===== src/hw/rtl/kabf_pkg.sv =====
// Shared types, constants and helpers for the angle/bias Kalman filter.
`default_nettype none

package kabf_pkg;

    // Fractional bits of the Q8.24 covariance and gain words
    localparam int QSHIFT = 24;

    // Register reset values
    localparam logic [23:0] PERIOD_RST = 24'd83886;
    localparam logic [30:0] ANOISE_RST = 31'd16777;
    localparam logic [30:0] BNOISE_RST = 31'd83886;
    localparam logic [30:0] MNOISE_RST = 31'd8388608;
    localparam logic signed [31:0] ONE_Q24 = 32'sd16777216;

    // Register map, word index
    typedef enum logic [1:0] {
        REG_PERIOD = 2'd0,
        REG_ANOISE = 2'd1,
        REG_BNOISE = 2'd2,
        REG_MNOISE = 2'd3
    } t_reg_idx;

    // Multiply request: result is round(a*b / 2^24), ties away from zero
    typedef struct packed {
        logic               start;
        logic signed [34:0] a;
        logic signed [32:0] b;
    } t_mul_req;

    // Divide request: result is sat32((num << 24) / den), truncated
    typedef struct packed {
        logic               start;
        logic signed [31:0] num;
        logic signed [33:0] den;
    } t_div_req;

    // Saturate a wide signed value to 32 bits
    function automatic logic signed [31:0] sat32(input logic signed [45:0] v);
        logic signed [31:0] r;
        if (v > 46'sd2147483647) begin
            r = 32'sh7FFFFFFF;
        end else if (v < -46'sd2147483648) begin
            r = 32'sh80000000;
        end else begin
            r = v[31:0];
        end
        return r;
    endfunction

endpackage

`default_nettype wire


===== src/hw/rtl/kabf_mul.sv =====
// Shared signed Q24 multiplier: two 34x16 partial products, accumulated in turn, then rounding.
`default_nettype none

module kabf_mul (
    input  wire logic              i_clk,
    input  wire logic              i_rst_n,
    input  wire kabf_pkg::t_mul_req i_req,
    output logic                   o_done,
    output logic signed [43:0]     o_res
);

    localparam int QSHIFT_L = kabf_pkg::QSHIFT;

    logic [1:0]         r_cnt;
    logic               r_done;
    logic [33:0]        r_ma;
    logic [31:0]        r_mb;
    logic               r_neg;
    logic [65:0]        r_acc;
    logic signed [43:0] r_res;

    logic [34:0] w_na;
    logic [32:0] w_nb;
    logic [33:0] w_ma;
    logic [31:0] w_mb;
    logic [43:0] w_rnd;
    logic [49:0] w_pp_lo;
    logic [49:0] w_pp_hi;

    // Operand magnitudes
    assign w_na  = -i_req.a;
    assign w_nb  = -i_req.b;
    assign w_ma  = i_req.a[34] ? w_na[33:0] : i_req.a[33:0];
    assign w_mb  = i_req.b[32] ? w_nb[31:0] : i_req.b[31:0];
    assign w_rnd = 44'(r_acc[65:QSHIFT_L]) + 44'(r_acc[QSHIFT_L-1]);

    // Partial products, full width
    assign w_pp_lo = 50'(r_ma) * 50'(r_mb[15:0]);
    assign w_pp_hi = 50'(r_ma) * 50'(r_mb[31:16]);

    // Cycle counter: 0 idle, 1 low half, 2 high half, 3 round
    always_ff @(posedge i_clk) begin
        if (!i_rst_n) begin
            r_cnt  <= 2'd0;
            r_done <= 1'b0;
        end else begin
            r_done <= 1'b0;
            unique case (r_cnt)
                2'd0: if (i_req.start) r_cnt <= 2'd1;
                2'd1: r_cnt <= 2'd2;
                2'd2: r_cnt <= 2'd3;
                default: begin
                    r_cnt  <= 2'd0;
                    r_done <= 1'b1;
                end
            endcase
        end
    end

    // Datapath
    always_ff @(posedge i_clk) begin
        if (r_cnt == 2'd0 && i_req.start) begin
            r_ma  <= w_ma;
            r_mb  <= w_mb;
            r_neg <= i_req.a[34] ^ i_req.b[32];
        end
        if (r_cnt == 2'd1) begin
            r_acc <= 66'(w_pp_lo);
        end
        if (r_cnt == 2'd2) begin
            r_acc <= r_acc + {w_pp_hi, 16'b0};
        end
        if (r_cnt == 2'd3) begin
            r_res <= r_neg ? -$signed(w_rnd) : $signed(w_rnd);
        end
    end

    assign o_done = r_done;
    assign o_res  = r_res;

endmodule

`default_nettype wire


===== config.mk =====
export PLATFORM = sky130hd
export DESIGN_NAME = kabf_mul
export DESIGN_NICKNAME = d
export VERILOG_FILES = /design/src/hw/rtl/kabf_pkg.sv /design/src/hw/rtl/kabf_mul.sv
export SDC_FILE = /design/constraint.sdc
export NUM_CORES = 2
export LEC_CHECK = 0
export ABC_AREA = 1
export BUFFER_PORTS_ARGS = -buffer_cell sky130_fd_sc_hd__buf_2
export CELL_PAD_IN_SITES_DETAIL_PLACEMENT = 0
export CELL_PAD_IN_SITES_GLOBAL_PLACEMENT = 2
export CORE_MARGIN = 2
export CORE_UTILIZATION = 36
export CTS_BUF_LIST = sky130_fd_sc_hd__clkbuf_4
export DETAILED_ROUTE_END_ITERATION = 16
export PLACE_DENSITY = 0.87
export SLEW_MARGIN = 20
export SYNTH_ARGS = -nofsm -noshare
export SYNTH_HDL_FRONTEND = slang
export SYNTH_SLANG_ARGS = --single-unit

===== constraint.sdc =====
create_clock -name i_clk -period 6.6 [get_ports i_clk]
set_clock_uncertainty 0.2 [all_clocks]
set_input_delay 0.66 -clock i_clk [delete_from_list [all_inputs] [get_ports i_clk]]
set_output_delay 0.66 -clock i_clk [all_outputs]
set_load 0.02 [all_outputs]

== After elaboration in Yosys (flattened, before gate mapping) ==
Index checks and enable logic that the tools add are counted.
Widths: inputs -> output; s select.

* Output and inout port bits: 45
* Flip-flop bits (word level): 180
* Logic and storage cells: 31
* Input bits: 71

* Add/subtract/negate cells: 5
* Muxes and demuxes: 8
* Bitwise gates (word level): 1
* Reduce and logical (&&, ||, !) cells: 4
* Equal/unequal tests: 4
* Multiply operators: 2

{| class="wikitable"
|+ Operators with widths
! cell !! number
|-
| $mux 66 || 2
|-
| $mul 34x16->50 || 2
|-
| $add 66x66->66 || 1
|-
| $mux 44 || 1
|-
| $neg 43->44 || 1
|-
| $add 42x1->43 || 1
|-
| $mux 34 || 1
|-
| $neg 34->34 || 1
|-
| $mux 32 || 1
|-
| $neg 32->32 || 1
|-
| $pmux 2 s3 || 1
|-
| $eq 2x2->1 const B || 2
|-
| $reduce_or 3->1 || 1
|-
| $eq 2x1->1 const B || 1
|-
| $logic_not 2->1 || 1
|-
| $mux 2 || 1
|-
| $ne 2x2->1 const B || 1
|-
| $reduce_bool 2->1 || 1
|-
| $logic_and 1x1->1 || 1
|-
| $mux 1 || 1
|-
| $xor 1x1->1 || 1
|}

== Longest topological paths before layout ==
* Depth in word-level cells: 3
* Depth in mapped cells: 42
* Gate-level depth less buffers: 40

== Worst setup path before layout ==
OpenSTA, ideal clock, no wires.

* Path type: reg-to-reg
* From: register r_mb[23]
* To: register r_acc[57] (data pin)
* Cell stages (with the launch flop): 37
* Arrival: 6.808 ns
* Setup time: 0.253 ns
* Data required time: 6.147 ns
* Path buffers: 2
* Path slack: -0.661 ns
* Period minus slack after synthesis: 7.261 ns
* Cells stage by stage: edfxtp_1 -> clkbuf_1 -> clkbuf_1 -> nand2_1 -> fa_1 -> inv_1 -> fa_1 -> inv_1 -> fa_1 -> inv_1 -> fa_1 -> fa_1 -> inv_1 -> fa_1 -> inv_1 -> ha_1 -> a21o_1 -> a31oi_1 -> nor2_1 -> nor2_1 -> o21ai_0 -> a21oi_1 -> nor2_1 -> nor2_1 -> xnor2_1 -> ha_1 -> nand2_1 -> nor2_1 -> inv_1 -> nor4_1 -> nand4_1 -> nand3_1 -> nand2_1 -> nand2_1 -> nand2_1 -> nand2_1 -> nor2_1

* Word-level cells in the longest chain between the ends: 3

{| class="wikitable"
|+ Ends and longest elaborated chain
! item !! line !! source
|-
| start, declared || kabf_mul.sv:17 || <nowiki>logic [31:0] r_mb;</nowiki>
|-
| start signal, assigned || kabf_mul.sv:64 || <nowiki>r_mb <= w_mb;</nowiki>
|-
| $mul 34x16->50 || kabf_mul.sv:39 || <nowiki>assign w_pp_hi = 50'(r_ma) * 50'(r_mb[31:16]);</nowiki>
|-
| $add 66x66->66 || kabf_mul.sv:71 || <nowiki>r_acc <= r_acc + {w_pp_hi, 16'b0};</nowiki>
|-
| $mux 66 || kabf_mul.sv:70 || <nowiki>if (r_cnt == 2'd2) begin</nowiki>
|-
| end signal, assigned || kabf_mul.sv:68 || <nowiki>r_acc <= 66'(w_pp_lo);</nowiki>
|-
| end signal, assigned || kabf_mul.sv:71 ||
|-
| end, declared || kabf_mul.sv:19 || <nowiki>logic [65:0] r_acc;</nowiki>
|}

No other way between the ends.
A chain may end at the register's enable or synchronous reset.

== Worst setup path after layout ==
* From: register r_mb[20]
* To: register r_acc[63] (data pin)

The elaborated chain is that of the path after synthesis.

==> results.py <==
metrics = {
    "route": {
        "routed_wl_mm": 166.4,
        "routedLengthMet1_mm": 73.09,
        "ant_nets": 0,
        "wl_met2_mm": 82.33,
        "wl_met3_mm": 7.189,
        "route.detailed.drc": 0,
        "vias_per_cell": 4.852,
        "avgRoutedWirePerCell_microns": 18.44,
        "num_vias": 43780,
        "dr.pass1.iters": 5,
        "drt_iter0_markers": 2598,
        "highest_layer": "met4",
    },
    "sta": {
        "timing.final.crit_share_pct": 115.5,
        "finalMaxSlewViolations": 0,
        "rsz0062_at_grt": "true",
        "hold_viol_final": 0,
        "period_minus_slack_ns": 7.621,
        "max_freq_mhz": 131.2,
        "setup_viol": 40,
        "whs_ns": 0.07954,
        "slew_headroom_pct": 43.27,
        "tightest_slew_ns": 0.8509,
        "worst_slack_ns": -1.021,
        "fin_tns_setup_ns": -31.28,
    },
    "clock_network": {
        "cts_tree": "done",
        "cts-root-buf": "clkbuf_4",
        "numClockSinks": 164,
        "cts_max_level": 4,
        "cts_made_buffers": 17,
        "clock_path_buffers": 2,
        "clkTransAtPathRegs_ns": 0.22,
        "clk-insertion-delay-late_ns": 0.84,
    },
    "critical_path": {
        "r2r_slack_ns": -1.02,
        "cp-end-kind": "flop",
        "cp_common_cell": "fa_1",
        "crit_fanout": 8,
        "criticalPathCategory": "flop to flop",
        "cp.required_ns": 7.12,
        "slowest_stage": "fa_1",
        "setup.worst_path.start_class": "flop",
        "cpPeakStageDelay_ns": 0.54,
        "worstPathArrival_ns": 8.14,
    },
    "placement": {
        "portBuffers": 115,
        "routabilityCongestion": 0.9494,
        "dp_hpwl_mm": 139.0,
        "postPlaceCellArea_sq_um": 57140,
    },
    "global_route": {
        "grt_overflow": 0,
        "grt_pass1_wl_mm": 263.5,
        "grt_use_total_pct": 24.79,
        "grt_max_degree": 51,
        "grt_pass1_vias": 46770,
        "antenna_found_initial": 3,
    },
    "synthesis": {
        "synth_top_area_cell": "fa_1",
        "yosysUniqueCellTypes": 55,
        "synth_seq_cells": 164,
        "synthFlopType": "edfxtp_1",
        "synth.avg_cell_area_sq_um": 7.505,
        "synth_seq_area_share_pct": 10.13,
        "netlist.area_leader.share_pct": 36.97,
        "synth_edf_count": 161,
        "synth_area_sq_um": 48300,
        "yosysWarnings": 0,
        "synthCells": 6435,
        "synth.top_cells.by_area": "fa_1 37%, nand2_1 14%, inv_1 12%",
        "ys_async_sr_fraction_pct": 0,
        "synth_nets": 7701,
    },
    "floorplanning": {
        "io_pins": 116,
        "start_util_pct": 36.23,
        "rows": 134,
        "core_sq_um": 133300,
        "die_h_microns": 370.3,
        "die_area_sq_um": 137100,
        "die_w_microns": 370.3,
    },
    "finish": {
        "fill_cells": 13410,
        "ff_latch_area_sq_um": 4895,
        "nets": 8504,
        "area_growth_pct": 28.51,
        "design_area_sq_um": 62070,
        "drive_above_1_share_pct": 23.13,
        "post-route-util_pct": 46.56,
        "multiInputGateArea_sq_um": 40040,
    },
    "status": {
        "violations": "setup timing",
        "status": "complete, but fails checks",
    },
    "job": {
        "maxCapViolations": 0,
    },
    "worst_hold_path": {
        "hold_path.class": "input pin to flop",
    },
}
==> path summary, 6_finish.rpt <==
| path | start | to | cells past startpoint |
|---|---|---|---|
| max | r_mb[20]$_DFFE_PP_ | r_acc[63]$_SDFFCE_PN0P_ | 37 |
| min | i_req[20] | r_mb[20]$_DFFE_PP_ | 2 |
| max reg2reg | r_mb[20]$_DFFE_PP_ | r_acc[63]$_SDFFCE_PN0P_ | 37 |
| min reg2reg | r_cnt[1]$_SDFFE_PN0P_ | r_cnt[1]$_SDFFE_PN0P_ | 2 |
==> cell usage after synthesis (2+ instances only) <==
cell / instances
o2111ai_1: 2
clkinv_1: 2
nor2_8: 4
or2_2: 5
nand4_1: 53
a21boi_0: 14
edfxtp_1: 161
and3_1: 4
nand3b_1: 3
buf_1: 3
fa_1: 892
nor2_1: 391
and2_1: 3
xor2_1: 90
o21ai_1: 5
nand3_2: 6
xnor2_1: 66
o31ai_1: 6
a21oi_1: 253
nand2_1: 1777
inv_2: 3
a21o_1: 26
o21bai_1: 22
nand2_4: 10
nand3_1: 141
o21ai_0: 212
xnor2_2: 2
a31oi_1: 17
nor2_2: 9
inv_1: 1561
o211ai_1: 2
dfxtp_1: 3
clkbuf_1: 247
ha_1: 303
nor2_4: 15
nor3_2: 2
nor3_1: 44
o21a_1: 11
nand2_2: 30
nor4_1: 20
==> layer usage <==
metal / GRT usage, % / vias up
met5: 0 / -
met4: 5.847 / 0
li1: - / 20650
met3: 2.122 / 194
met2: 43.77 / 958
met1: 32.74 / 21970
==> timing repair <==
action                     CTS  global route
hold endpoints to repair    53             0
hold buffers                52             0
gates resized for setup    509           295
cloned                       3             1
pin swaps                   83           162
setup endpoints to repair   46            49
buffers inserted            49            43
==> sequential cells by signal, indices dropped and copies added, names as in the netlist <==
signal	count
r_acc	50
o_res	44
r_ma	34
r_mb	32
r_cnt	2
o_done	1
r_neg	1
==> final cells by class <==
class                      instances  area share, %
multi-input combinational       4452          64.51
inverter                        1567          9.483
clock buffer                      17         0.2056
timing repair buffer            1036          14.07
clock inverter                    15         0.2661
sequential                       164          7.886
antenna                            3        0.01210
tap                             1768          3.564
==> cell families after synthesis <==
kind of cell	share of synthesized area, %
simple gates	21.40
buf+inv	14.16
fa+ha+maj	44.82
compound gates	6.570
flops	10.13
xor+xnor	2.896
mux	0.02331
==> stage by stage <==
stage / setup WS [ns] / cells
2_1_floorplan: -0.2039 / 6435
3_3_place_gp: -1.311 / 8847
3_5_place_dp: -1.396 / 8847
4_1_cts: -0.9778 / 8977
5_1_grt: -1.320 / 9022
6_report: -1.021 / 9022
==> cell usage in the layout, fill, tap and decap left out, drive strengths merged, types with 2 or more instances in the layout <==
cell type and instances:
nand2 1817, inv 1570, buf 983, fa 892, nor2 419, ha 303
a21oi 253, o21ai 218, edfxtp 161, nand3 148, xor2 90, xnor2 68
nand4 54, dlygate4sd3 52, nor3 46, a21o 26, o21bai 23, nor4 20
clkbuf 18, a31oi 17, a21boi 14, o21a 11, clkinv 10, o31ai 6
or2 5, and3 4, diode 3, nand3b 3, dfxtp 3, and2 3
o2111ai 2, o211ai 2, clkinvlp 2
==> critical path, delay by kind of cell (launching register included) <==
kind / cells / cell delay [ns]
AO/OA/AOI/OAI: 9 / 1.30
XOR/XNOR: 1 / 0.10
buffers and inverters: 14 / 1.54
AND/OR/NAND/NOR: 5 / 0.43
adder cells (fa/ha/maj): 8 / 3.54
flip-flops: 1 / 0.42
Power is not shown: default switching activity piles up to over one toggle a cycle in this logic, so the estimate is an artifact.
