## src/hw/rtl/kabf_pkg.sv

```systemverilog
// Shared types, constants and helpers for the angle/bias Kalman filter.
`default_nettype none

package kabf_pkg;

    // Fractional bits of the Q8.24 covariance and gain words
    localparam int QSHIFT = 24;

    // Register reset values
    localparam logic [23:0] PERIOD_RST = 24'd83886;
    localparam logic [30:0] ANOISE_RST = 31'd16777;
    localparam logic [30:0] BNOISE_RST = 31'd83886;
    localparam logic [30:0] MNOISE_RST = 31'd8388608;
    localparam logic signed [31:0] ONE_Q24 = 32'sd16777216;

    // Register map, word index
    typedef enum logic [1:0] {
        REG_PERIOD = 2'd0,
        REG_ANOISE = 2'd1,
        REG_BNOISE = 2'd2,
        REG_MNOISE = 2'd3
    } t_reg_idx;

    // Multiply request: result is round(a*b / 2^24), ties away from zero
    typedef struct packed {
        logic               start;
        logic signed [34:0] a;
        logic signed [32:0] b;
    } t_mul_req;

    // Divide request: result is sat32((num << 24) / den), truncated
    typedef struct packed {
        logic               start;
        logic signed [31:0] num;
        logic signed [33:0] den;
    } t_div_req;

    // Saturate a wide signed value to 32 bits
    function automatic logic signed [31:0] sat32(input logic signed [45:0] v);
        logic signed [31:0] r;
        if (v > 46'sd2147483647) begin
            r = 32'sh7FFFFFFF;
        end else if (v < -46'sd2147483648) begin
            r = 32'sh80000000;
        end else begin
            r = v[31:0];
        end
        return r;
    endfunction

endpackage

`default_nettype wire

```

## src/hw/rtl/kabf_div.sv

```systemverilog
// Shared restoring divider for the gains: one quotient bit per cycle, saturated.
`default_nettype none

module kabf_div (
    input  wire logic              i_clk,
    input  wire logic              i_rst_n,
    input  wire kabf_pkg::t_div_req i_req,
    output logic                   o_done,
    output logic signed [31:0]     o_quo
);

    logic               r_busy;
    logic               r_done;
    logic [5:0]         r_cnt;
    logic [32:0]        r_rem;
    logic [31:0]        r_sh;
    logic [31:0]        r_q;
    logic [32:0]        r_den;
    logic               r_neg;
    logic               r_ovf;
    logic signed [31:0] r_quo;

    logic [31:0] w_nnum;
    logic [33:0] w_nden;
    logic [31:0] w_mnum;
    logic [32:0] w_mden;
    logic        w_ovf;
    logic [33:0] w_trial;
    logic        w_ge;
    logic [33:0] w_diff;
    logic [31:0] w_qf;

    // Magnitudes; a quotient of 2^32 or more only needs saturation
    assign w_nnum  = -i_req.num;
    assign w_nden  = -i_req.den;
    assign w_mnum  = i_req.num[31] ? w_nnum : i_req.num;
    assign w_mden  = i_req.den[33] ? w_nden[32:0] : i_req.den[32:0];
    assign w_ovf   = {9'b0, w_mnum} >= {w_mden, 8'b0};

    // One restoring step
    assign w_trial = {r_rem, r_sh[31]};
    assign w_ge    = w_trial >= {1'b0, r_den};
    assign w_diff  = w_trial - {1'b0, r_den};
    assign w_qf    = r_ovf ? 32'hFFFFFFFF : r_q;

    // Control
    always_ff @(posedge i_clk) begin
        if (!i_rst_n) begin
            r_busy <= 1'b0;
            r_done <= 1'b0;
            r_cnt  <= 6'd0;
        end else begin
            r_done <= 1'b0;
            if (!r_busy) begin
                if (i_req.start) begin
                    r_busy <= 1'b1;
                    r_cnt  <= w_ovf ? 6'd0 : 6'd32;
                end
            end else if (r_cnt == 6'd0) begin
                r_busy <= 1'b0;
                r_done <= 1'b1;
            end else begin
                r_cnt <= r_cnt - 6'd1;
            end
        end
    end

    // Datapath
    always_ff @(posedge i_clk) begin
        if (!r_busy && i_req.start) begin
            r_rem <= 33'(w_mnum[31:8]);
            r_sh  <= {w_mnum[7:0], 24'b0};
            r_q   <= 32'd0;
            r_den <= w_mden;
            r_neg <= i_req.num[31] ^ i_req.den[33];
            r_ovf <= w_ovf;
        end else if (r_busy && r_cnt != 6'd0) begin
            r_rem <= w_ge ? w_diff[32:0] : w_trial[32:0];
            r_sh  <= {r_sh[30:0], 1'b0};
            r_q   <= {r_q[30:0], w_ge};
        end else if (r_busy) begin
            if (r_neg) begin
                r_quo <= (w_qf > 32'h80000000) ? 32'sh80000000 : $signed(-w_qf);
            end else begin
                r_quo <= (w_qf > 32'h7FFFFFFF) ? 32'sh7FFFFFFF : $signed(w_qf);
            end
        end
    end

    assign o_done = r_done;
    assign o_quo  = r_quo;

endmodule

`default_nettype wire

```

## config.mk

```make
export PLATFORM = sky130hd
export DESIGN_NAME = kabf_div
export DESIGN_NICKNAME = d
export VERILOG_FILES = /design/src/hw/rtl/kabf_pkg.sv /design/src/hw/rtl/kabf_div.sv
export SDC_FILE = /design/constraint.sdc
export NUM_CORES = 1
export LEC_CHECK = 0
export BUFFER_PORTS_ARGS = -buffer_cell sky130_fd_sc_hd__buf_2
export CAP_MARGIN = 25
export CORE_MARGIN = 4
export CORE_UTILIZATION = 65
export DETAILED_ROUTE_END_ITERATION = 10
export MAX_ROUTING_LAYER = met4
export PLACE_DENSITY = 0.93
export SYNTH_ARGS = -nofsm -noshare
export SYNTH_HDL_FRONTEND = slang
export SYNTH_SLANG_ARGS = --single-unit
```

## constraint.sdc

```tcl
create_clock -name i_clk -period 9.2 [get_ports i_clk]
set_input_delay 0.46 -clock i_clk [delete_from_list [all_inputs] [get_ports i_clk]]
set_output_delay 0.46 -clock i_clk [all_outputs]
set_load 0.05 [all_outputs]
```

---- Word level (Yosys, flattened, before mapping) ----
Cells that the tools add are included.
cells by class
  add/sub/neg operators ................... 5
  magnitude comparators ................... 4
  equal/unequal tests ..................... 1
  mux-type cells .......................... 19
  bitwise gates (word level) .............. 3
  reductions and logical operators ........ 10
operators with widths
  cell                  number
  $mux 32               7
  $mux 33               2
  $neg 32->32           2
  $mux 24               2
  $ge 32x41->1          1
  $ge 34x33->1          1
  $neg 33->33           1
  $sub 33x33->33        1
  $gt 32x31->1 const B  1
  $gt 32x32->1 const B  1
  $mux 6                4
  $logic_not 6->1       1
  $reduce_bool 6->1     1
  $sub 6x1->6 const B   1
  $mux 1                4
  $reduce_and 2->1      2
  $reduce_bool 2->1     2
  $reduce_and 3->1      1
  $logic_and 1x1->1     2
  $ne 2x2->1 const B    1
  $not 1->1             2
  $logic_not 1->1       1
  $xor 1x1->1           1
storage, ports and cells
  register bits ........................... 148
  bits of input ports ..................... 69

---- Logic depth before layout (Yosys ltp) ----
Gate-level depths: netlist of the first run.
  depth in word-level cells ............... 6
  mapped depth ............................ 18
  gate-level depth less buffers ........... 18

---- Least setup slack after synthesis of the first run ----
OpenSTA, ideal clock, no wires.
  kind .................................... reg-to-reg
  from .................................... register r_ovf
  to ...................................... register r_quo[24] (netlist: o_quo[24]) (data pin)
  setup time .............................. 0.180 ns
  data arrival time ....................... 3.916 ns
  required time ........................... 9.020 ns
  slack ................................... 5.104 ns
  stages on the path, launching flop included .. 15
  clock period less this slack ............ 4.096 ns
  cells stage by stage .................... edfxtp_1 > clkbuf_1 > clkbuf_1 > nor2_1 > ha_1 > or4b_4 > nand2b_4 > or3_4 > or4_4 > or4_1 > buf_2 > o22ai_4 > nand2_4 > buf_6 > o311ai_1
on the way
  cells in the longest elaborated chain, start to end .. 4
ends and longest elaborated chain
  element                              RTL line                        RTL
  start: declaration                   kabf_div.sv:20                  logic r_ovf;
  start signal: assignment             kabf_div.sv:76                  r_ovf <= w_ovf;
  $mux 32 (*)                          kabf_div.sv:44                  assign w_qf = r_ovf ? 32'hFFFFFFFF : r_q;
  $neg 32->32 (tied with other cells)  kabf_div.sv:83                  r_quo <= (w_qf > 32'h80000000) ? 32'sh80000000 : $signed(-w_qf);
  $mux 32 (on tied branches)           kabf_div.sv:83, kabf_div.sv:85
  $mux 32 (*)                          kabf_div.sv:82                  if (r_neg) begin
  end signal: assignment               kabf_div.sv:83
  end signal: assignment               kabf_div.sv:85                  r_quo <= (w_qf > 32'h7FFFFFFF) ? 32'sh7FFFFFFF : $signed(w_qf);
  end: declaration                     kabf_div.sv:21                  logic signed [31:0] r_quo;
Mark *: on every way between the ends. The rest lies on a longest branch, timed or not.
A chain may end at the register's enable or synchronous reset.

---- Worst setup path after layout of the first run ----
  from .................................... register r_ovf
  to ...................................... register r_quo[5] (netlist: o_quo[5]) (data pin)
Same word-level chain as after synthesis.

==> results.cfg, run 1 <==
[status]
outcome = complete, no violations

[synthesis]
synth-warning-count = 0
synth_area_um2 = 10400
syn_area_per_cell_um2 = 8.48
syn_inst = 1222
yosysUniqueCellTypes = 68
seq_area_frac_synth = 0.382
synthArstFlopShare = 0
synth-edff-count = 99
synth-main-ff-cell = edfxtp_1
synth_nets = 1356
yosys_register_bits = 148

[die]
die-width_um = 134
die-area_um2 = 18000
rows = 45
initial_utilization = 0.672
ios = 102
die_h_um = 134
fp.coreArea_um2 = 15400

[route]
drtPass1Iterations = 5
wl_mm = 27.2
vias = 9804
viasPerCell = 6.48
wire_per_inst_um = 18.0
final_antenna_net_count = 0
dr.first_iter.drc_count = 1140
drc = 0

[critical_path]
start_kind = register
crit_buf_inv = 2
endpoint_kind = register
slowest_stage = or4_1
critPathTopFamily = simple AND/OR/NAND/NOR gates
cp.required_ps = 9380
arrival_ps = 5000
cp_max_fo = 29
path_cells = buf_4 -> or2_2 -> inv_1 -> ha_1 -> or4b_4 -> nand2b_4 -> or3_4 -> or4_4 -> or4_1 -> o22ai_4 -> nand2_4 -> o311ai_0
path_class = register to register
max_stage_delay_ps = 540

[sta]
worstMarginPinSlew_ps = 896
setup_viol = 0
whs_ps = 280
setup_total_negative_slack_ps = 0
slew_headroom = 0.397
fmax_mhz = 208
rsz0062_at_grt = no
fin_crit_sh = 0.524
hold_violations = 0
fin_skew_ps = 9.70
slew_viol_final = 0
period_minus_slack_ps = 4820
timing.final.ws_setup_ps = 4380

[place]
dp.final_hpwl_mm = 18.8
dp_cells = 1481
place.gp.congestion = 0.933
buffer_ports.inserted = 101
place_area_um2 = 11000
pre_cts_slack_ps = 4380

[global_route]
grt_pass1_vias = 9065
grt-ovfl-total = 0
grt_max_degree = 79
grt-busiest-layer = met2
grtUsageMet2 = 0.503
met3_usage = 0.0585
use_met1 = 0.369
grt.total_usage = 0.303
grt_pass1_wl_mm = 43.3
antenna_found_initial = 0

[final_layout]
fillers = 1059
antenna_cells = 0
layout.nets = 1423
syn2layout_area_growth_pct = 11.7
stdcell_count = 1512
postLayoutCellArea_um2 = 11600
drive_gt1_frac = 0.123

[clocking]
post-cts-setup-buffer-count = 0
clockBufferDepth = 2
clk_latency_ps = 440
cts_resized = 0
h-tree-depth = 4
clock_sinks = 148
path_clk_slew_ps = 70
tritoncts.num_buffers = 17
cts_root_buffer = clkbuf_16
cts_tree = built
holdBufCountCts = 0

[job]
drv_cap = 0

[power]
max-vdd-ir-drop_v = 0.000156
p_per_area_nw_per_um2 = 192
leakage_nw = 5.04

[hold_path]
min_path_type = primary input to register
report_power, final:
part	leakage, nW	switching [mW]	internal, mW
registers	1.34	0.0281	0.796
clock network	0.294	0.279	0.431
logic	3.41	0.447	0.238
total	5.04	0.754	1.47
Yosys cell counts (all sizes together), types with 13 or more instances:
master | count | area share
a21oi | 85 | 0.041
inv | 87 | 0.032
xnor2 | 47 | 0.040
nand2 | 165 | 0.060
o31ai | 18 | 0.013
dfxtp | 49 | 0.095
nor3 | 35 | 0.017
ha | 64 | 0.077
a21o | 24 | 0.017
or4 | 15 | 0.011
nand3 | 55 | 0.027
o311ai | 14 | 0.012
nor2 | 89 | 0.032
nor4 | 16 | 0.0097
o21ai | 85 | 0.041
edfxtp | 99 | 0.29
xor2 | 39 | 0.033
clkbuf | 51 | 0.018
a31oi | 13 | 0.0078
o21a | 15 | 0.011
cells in the final DEF (no fill, tap or decap), types with 24 or more instances in the layout:
cell / n
nand2_1: 163
buf_2: 101
edfxtp_1: 99
inv_1: 86
nor2_1: 86
a21oi_1: 85
o21ai_0: 82
ha_1: 64
nand3_1: 55
dfxtp_1: 49
xnor2_1: 47
xor2_1: 39
nor3_1: 35
a21o_1: 24
layer usage:
layer,routed length (um),vias to the layer above
met4,858,0
met5,0,-
met2,13200,546
met3,2310,87
met1,10900,4610
li1,-,4561
flip-flops by register name (all words and copies together), names as in the netlist:
name    cells
r_busy      1
r_q        32
o_done      1
r_cnt       6
r_den      33
r_ovf       1
r_neg       1
r_rem      33
o_quo      32
r_sh        8
through the flow:
step,utilization,power [mW]
5_1_grt,0.750,2.32
2_1_floorplan,-,1.33
4_1_cts,0.750,2.21
6_report,0.750,2.22
3_5_place_dp,0.711,1.50
3_3_place_gp,0.711,1.47
final cells by class:
| type | instances | area (um2) | share of cell area |
|---|---|---|---|
| Multi-Input combinational cell | 925 | 5860 | 0.506 |
| Timing Repair Buffer | 110 | 573 | 0.0495 |
| Clock inverter | 10 | 121 | 0.0105 |
| Sequential cell | 148 | 3950 | 0.342 |
| Clock buffer | 21 | 483 | 0.0417 |
| Tap cell | 211 | 264 | 0.0228 |
| Inverter | 87 | 327 | 0.0282 |
path summary, 6_finish.rpt:
path	from	endpoint	slack, ps	cells past startpoint
worst max-delay path	r_ovf	o_quo[5]	4380	12
worst min register to register	r_cnt[4]	r_cnt[4]	450	1
worst max register to register	r_ovf	o_quo[5]	4380	12
worst min-delay path	i_req[0]	r_den[0]	280	1
worst register-to-register path: stages (launching register included):
cell and delay [ps]:
edfxtp_1 350, buf_4 230, or2_2 330, inv_1 70
ha_1 180, or4b_4 480, nand2b_4 180, or3_4 400
or4_4 530, or4_1 540, o22ai_4 500, nand2_4 250
o311ai_0 510
cells by family after synthesis:
group	share of synthesized area
mux	0.00869
fa+ha+maj	0.0792
compound gates	0.200
flops	0.382
simple gates	0.203
buf+inv	0.0552
xor+xnor	0.0727
Note: power is estimated with default switching activity, not from simulation.
==> run 2, diff against run 1 <==
--- a/config.mk
+++ b/config.mk
@@ -8,10 +8,10 @@
 export BUFFER_PORTS_ARGS = -buffer_cell sky130_fd_sc_hd__buf_2
 export CAP_MARGIN = 25
 export CORE_MARGIN = 4
-export CORE_UTILIZATION = 65
+export CORE_UTILIZATION = 55
 export DETAILED_ROUTE_END_ITERATION = 10
 export MAX_ROUTING_LAYER = met4
-export PLACE_DENSITY = 0.93
+export PLACE_DENSITY = 0.84
 export SYNTH_ARGS = -nofsm -noshare
 export SYNTH_HDL_FRONTEND = slang
 export SYNTH_SLANG_ARGS = --single-unit
==> constraint.sdc (replaced) <==
create_clock -name i_clk -period 4.4 [get_ports i_clk]
set_input_delay 0.22 -clock i_clk [delete_from_list [all_inputs] [get_ports i_clk]]
set_output_delay 0.22 -clock i_clk [all_outputs]
set_load 0.05 [all_outputs]
==> results.cfg, run 2 (same netlist as run 1, synthesis figures left out) <==
[final_layout]
layout_common_cells = nand2_1, buf_2, edfxtp_1, inv_1, nor2_1
final_common_cell = nand2_1
syn2layout_area_growth_pct = 12.3
top_regs = r_den (33), r_rem (33)
drive_gt1_frac = 0.129
layout.nets = 1429
fillers = 1449
postLayoutCellArea_um2 = 11600

[global_route]
grt_pass1_wl_mm = 42.5
antenna_found_initial = 0
grt_pass1_vias = 8910
grt_max_degree = 78
grt.total_usage = 0.246
grt-ovfl-total = 0

[job]
drv_cap = 0

[place]
buffer_ports.inserted = 101
place.gp.congestion = 0.919
place_area_um2 = 11100
dp.final_hpwl_mm = 18.6

[critical_path]
cp_max_fo = 18
endpoint_kind = register
start_kind = register
arrival_ps = 4500
path_class = register to register
cp.required_ps = 4690

[sta]
rsz0062_at_grt = no
worstMarginPinSlew_ps = 988
setup_total_negative_slack_ps = 0
fin_crit_sh = 0.957
hold_violations = 0
period_minus_slack_ps = 4210
slew_headroom = 0.339
setup_viol = 0
slew_viol_final = 0
fin_skew_ps = 7.81
fmax_mhz = 238

[clocking]
path_clk_slew_ps = 60
clockBufferDepth = 2
cts_resized = 0
post-cts-setup-buffer-count = 0
cts_root_buffer = clkbuf_16
clk_latency_ps = 420
h-tree-depth = 4
cts_tree = built
clock_sinks = 148
tritoncts.num_buffers = 17
holdBufCountCts = 0

[route]
wl_mm = 25.8
dr.first_iter.drc_count = 925
vias = 9498
drtPass1Iterations = 6
drc = 0
final_antenna_net_count = 0
viasPerCell = 6.18
wire_per_inst_um = 16.8

[die]
fp.coreArea_um2 = 18300
rows = 49
die_h_um = 145
die-area_um2 = 21100
die-width_um = 145
initial_utilization = 0.567
ios = 102

[power]
p_per_area_nw_per_um2 = 388
leakage_nw = 5.05
max-vdd-ir-drop_v = 0.000279

[status]
outcome = complete, no violations

[hold_path]
min_path_type = primary input to register
[run 2: per-stage QoR]
stage | std cells | setup slack [ps] | total power, mW | hold slack, ps | utilization
CTS | 1535 | 78.4 | 4.50 | 67.0 | 0.635
finish | 1536 | 191 | 4.51 | 82.7 | 0.637
global route | 1535 | 21.6 | 4.75 | 71.1 | 0.637
global placement | 1505 | 84.7 | 3.08 | 442 | 0.605
floorplan | 1222 | 304 | 2.78 | 319 | -
detailed placement | 1505 | -52.2 | 3.13 | 455 | 0.605
[run 2: worst max-delay path: stages, from the launching register on]
cell and delay, ps:
edfxtp_1 430, or2_2 330, inv_1 70, ha_1 160
or4b_4 480, nand2b_4 170, or3_4 400, or4_4 540
or4_4 480, o22ai_4 190, buf_6 220, nand2_1 100
o311ai_0 330, o21ai_1 110, nand2_1 80
[run 2: layout make-up]
cell class              instances  area [um2]  share of cell area
clock inverters                11         104             0.00893
well taps                     229         287              0.0246
multi-input cells             925        5870               0.505
repair buffers                116         634              0.0545
diodes                          1        2.50            0.000215
clock buffers                  19         453              0.0389
inverters                      87         327              0.0281
flip-flops and latches        148        3950               0.340
[run 2: final timing paths]
path / from / end / slack, ps / depth (start not counted)
setup / recovery: r_ovf / o_quo[26] / 190 / 14
hold / removal: i_req[0] / r_den[0] / 80 / 1
setup reg to reg: r_ovf / o_quo[26] / 190 / 14
hold reg to reg: r_cnt[4] / r_cnt[4] / 460 / 1
[run 2: per-layer routing]
metal,routed length [um],share of wire,GRT usage,up-vias
li1,-,-,-,4577
met1,11200,0.43,0.314,4460
met4,571,0.022,0.0869,0
met2,12500,0.48,0.405,406
met5,0,0,-,-
met3,1550,0.060,0.0352,55
[run 2: where the power goes]
| group | total [mW] | switching, mW | internal (mW) |
|---|---|---|---|
| Clock | 1.37 | 0.572 | 0.803 |
| Combinational | 1.42 | 0.916 | 0.502 |
| Sequential | 1.72 | 0.0543 | 1.66 |
| Total | 4.51 | 1.54 | 2.97 |
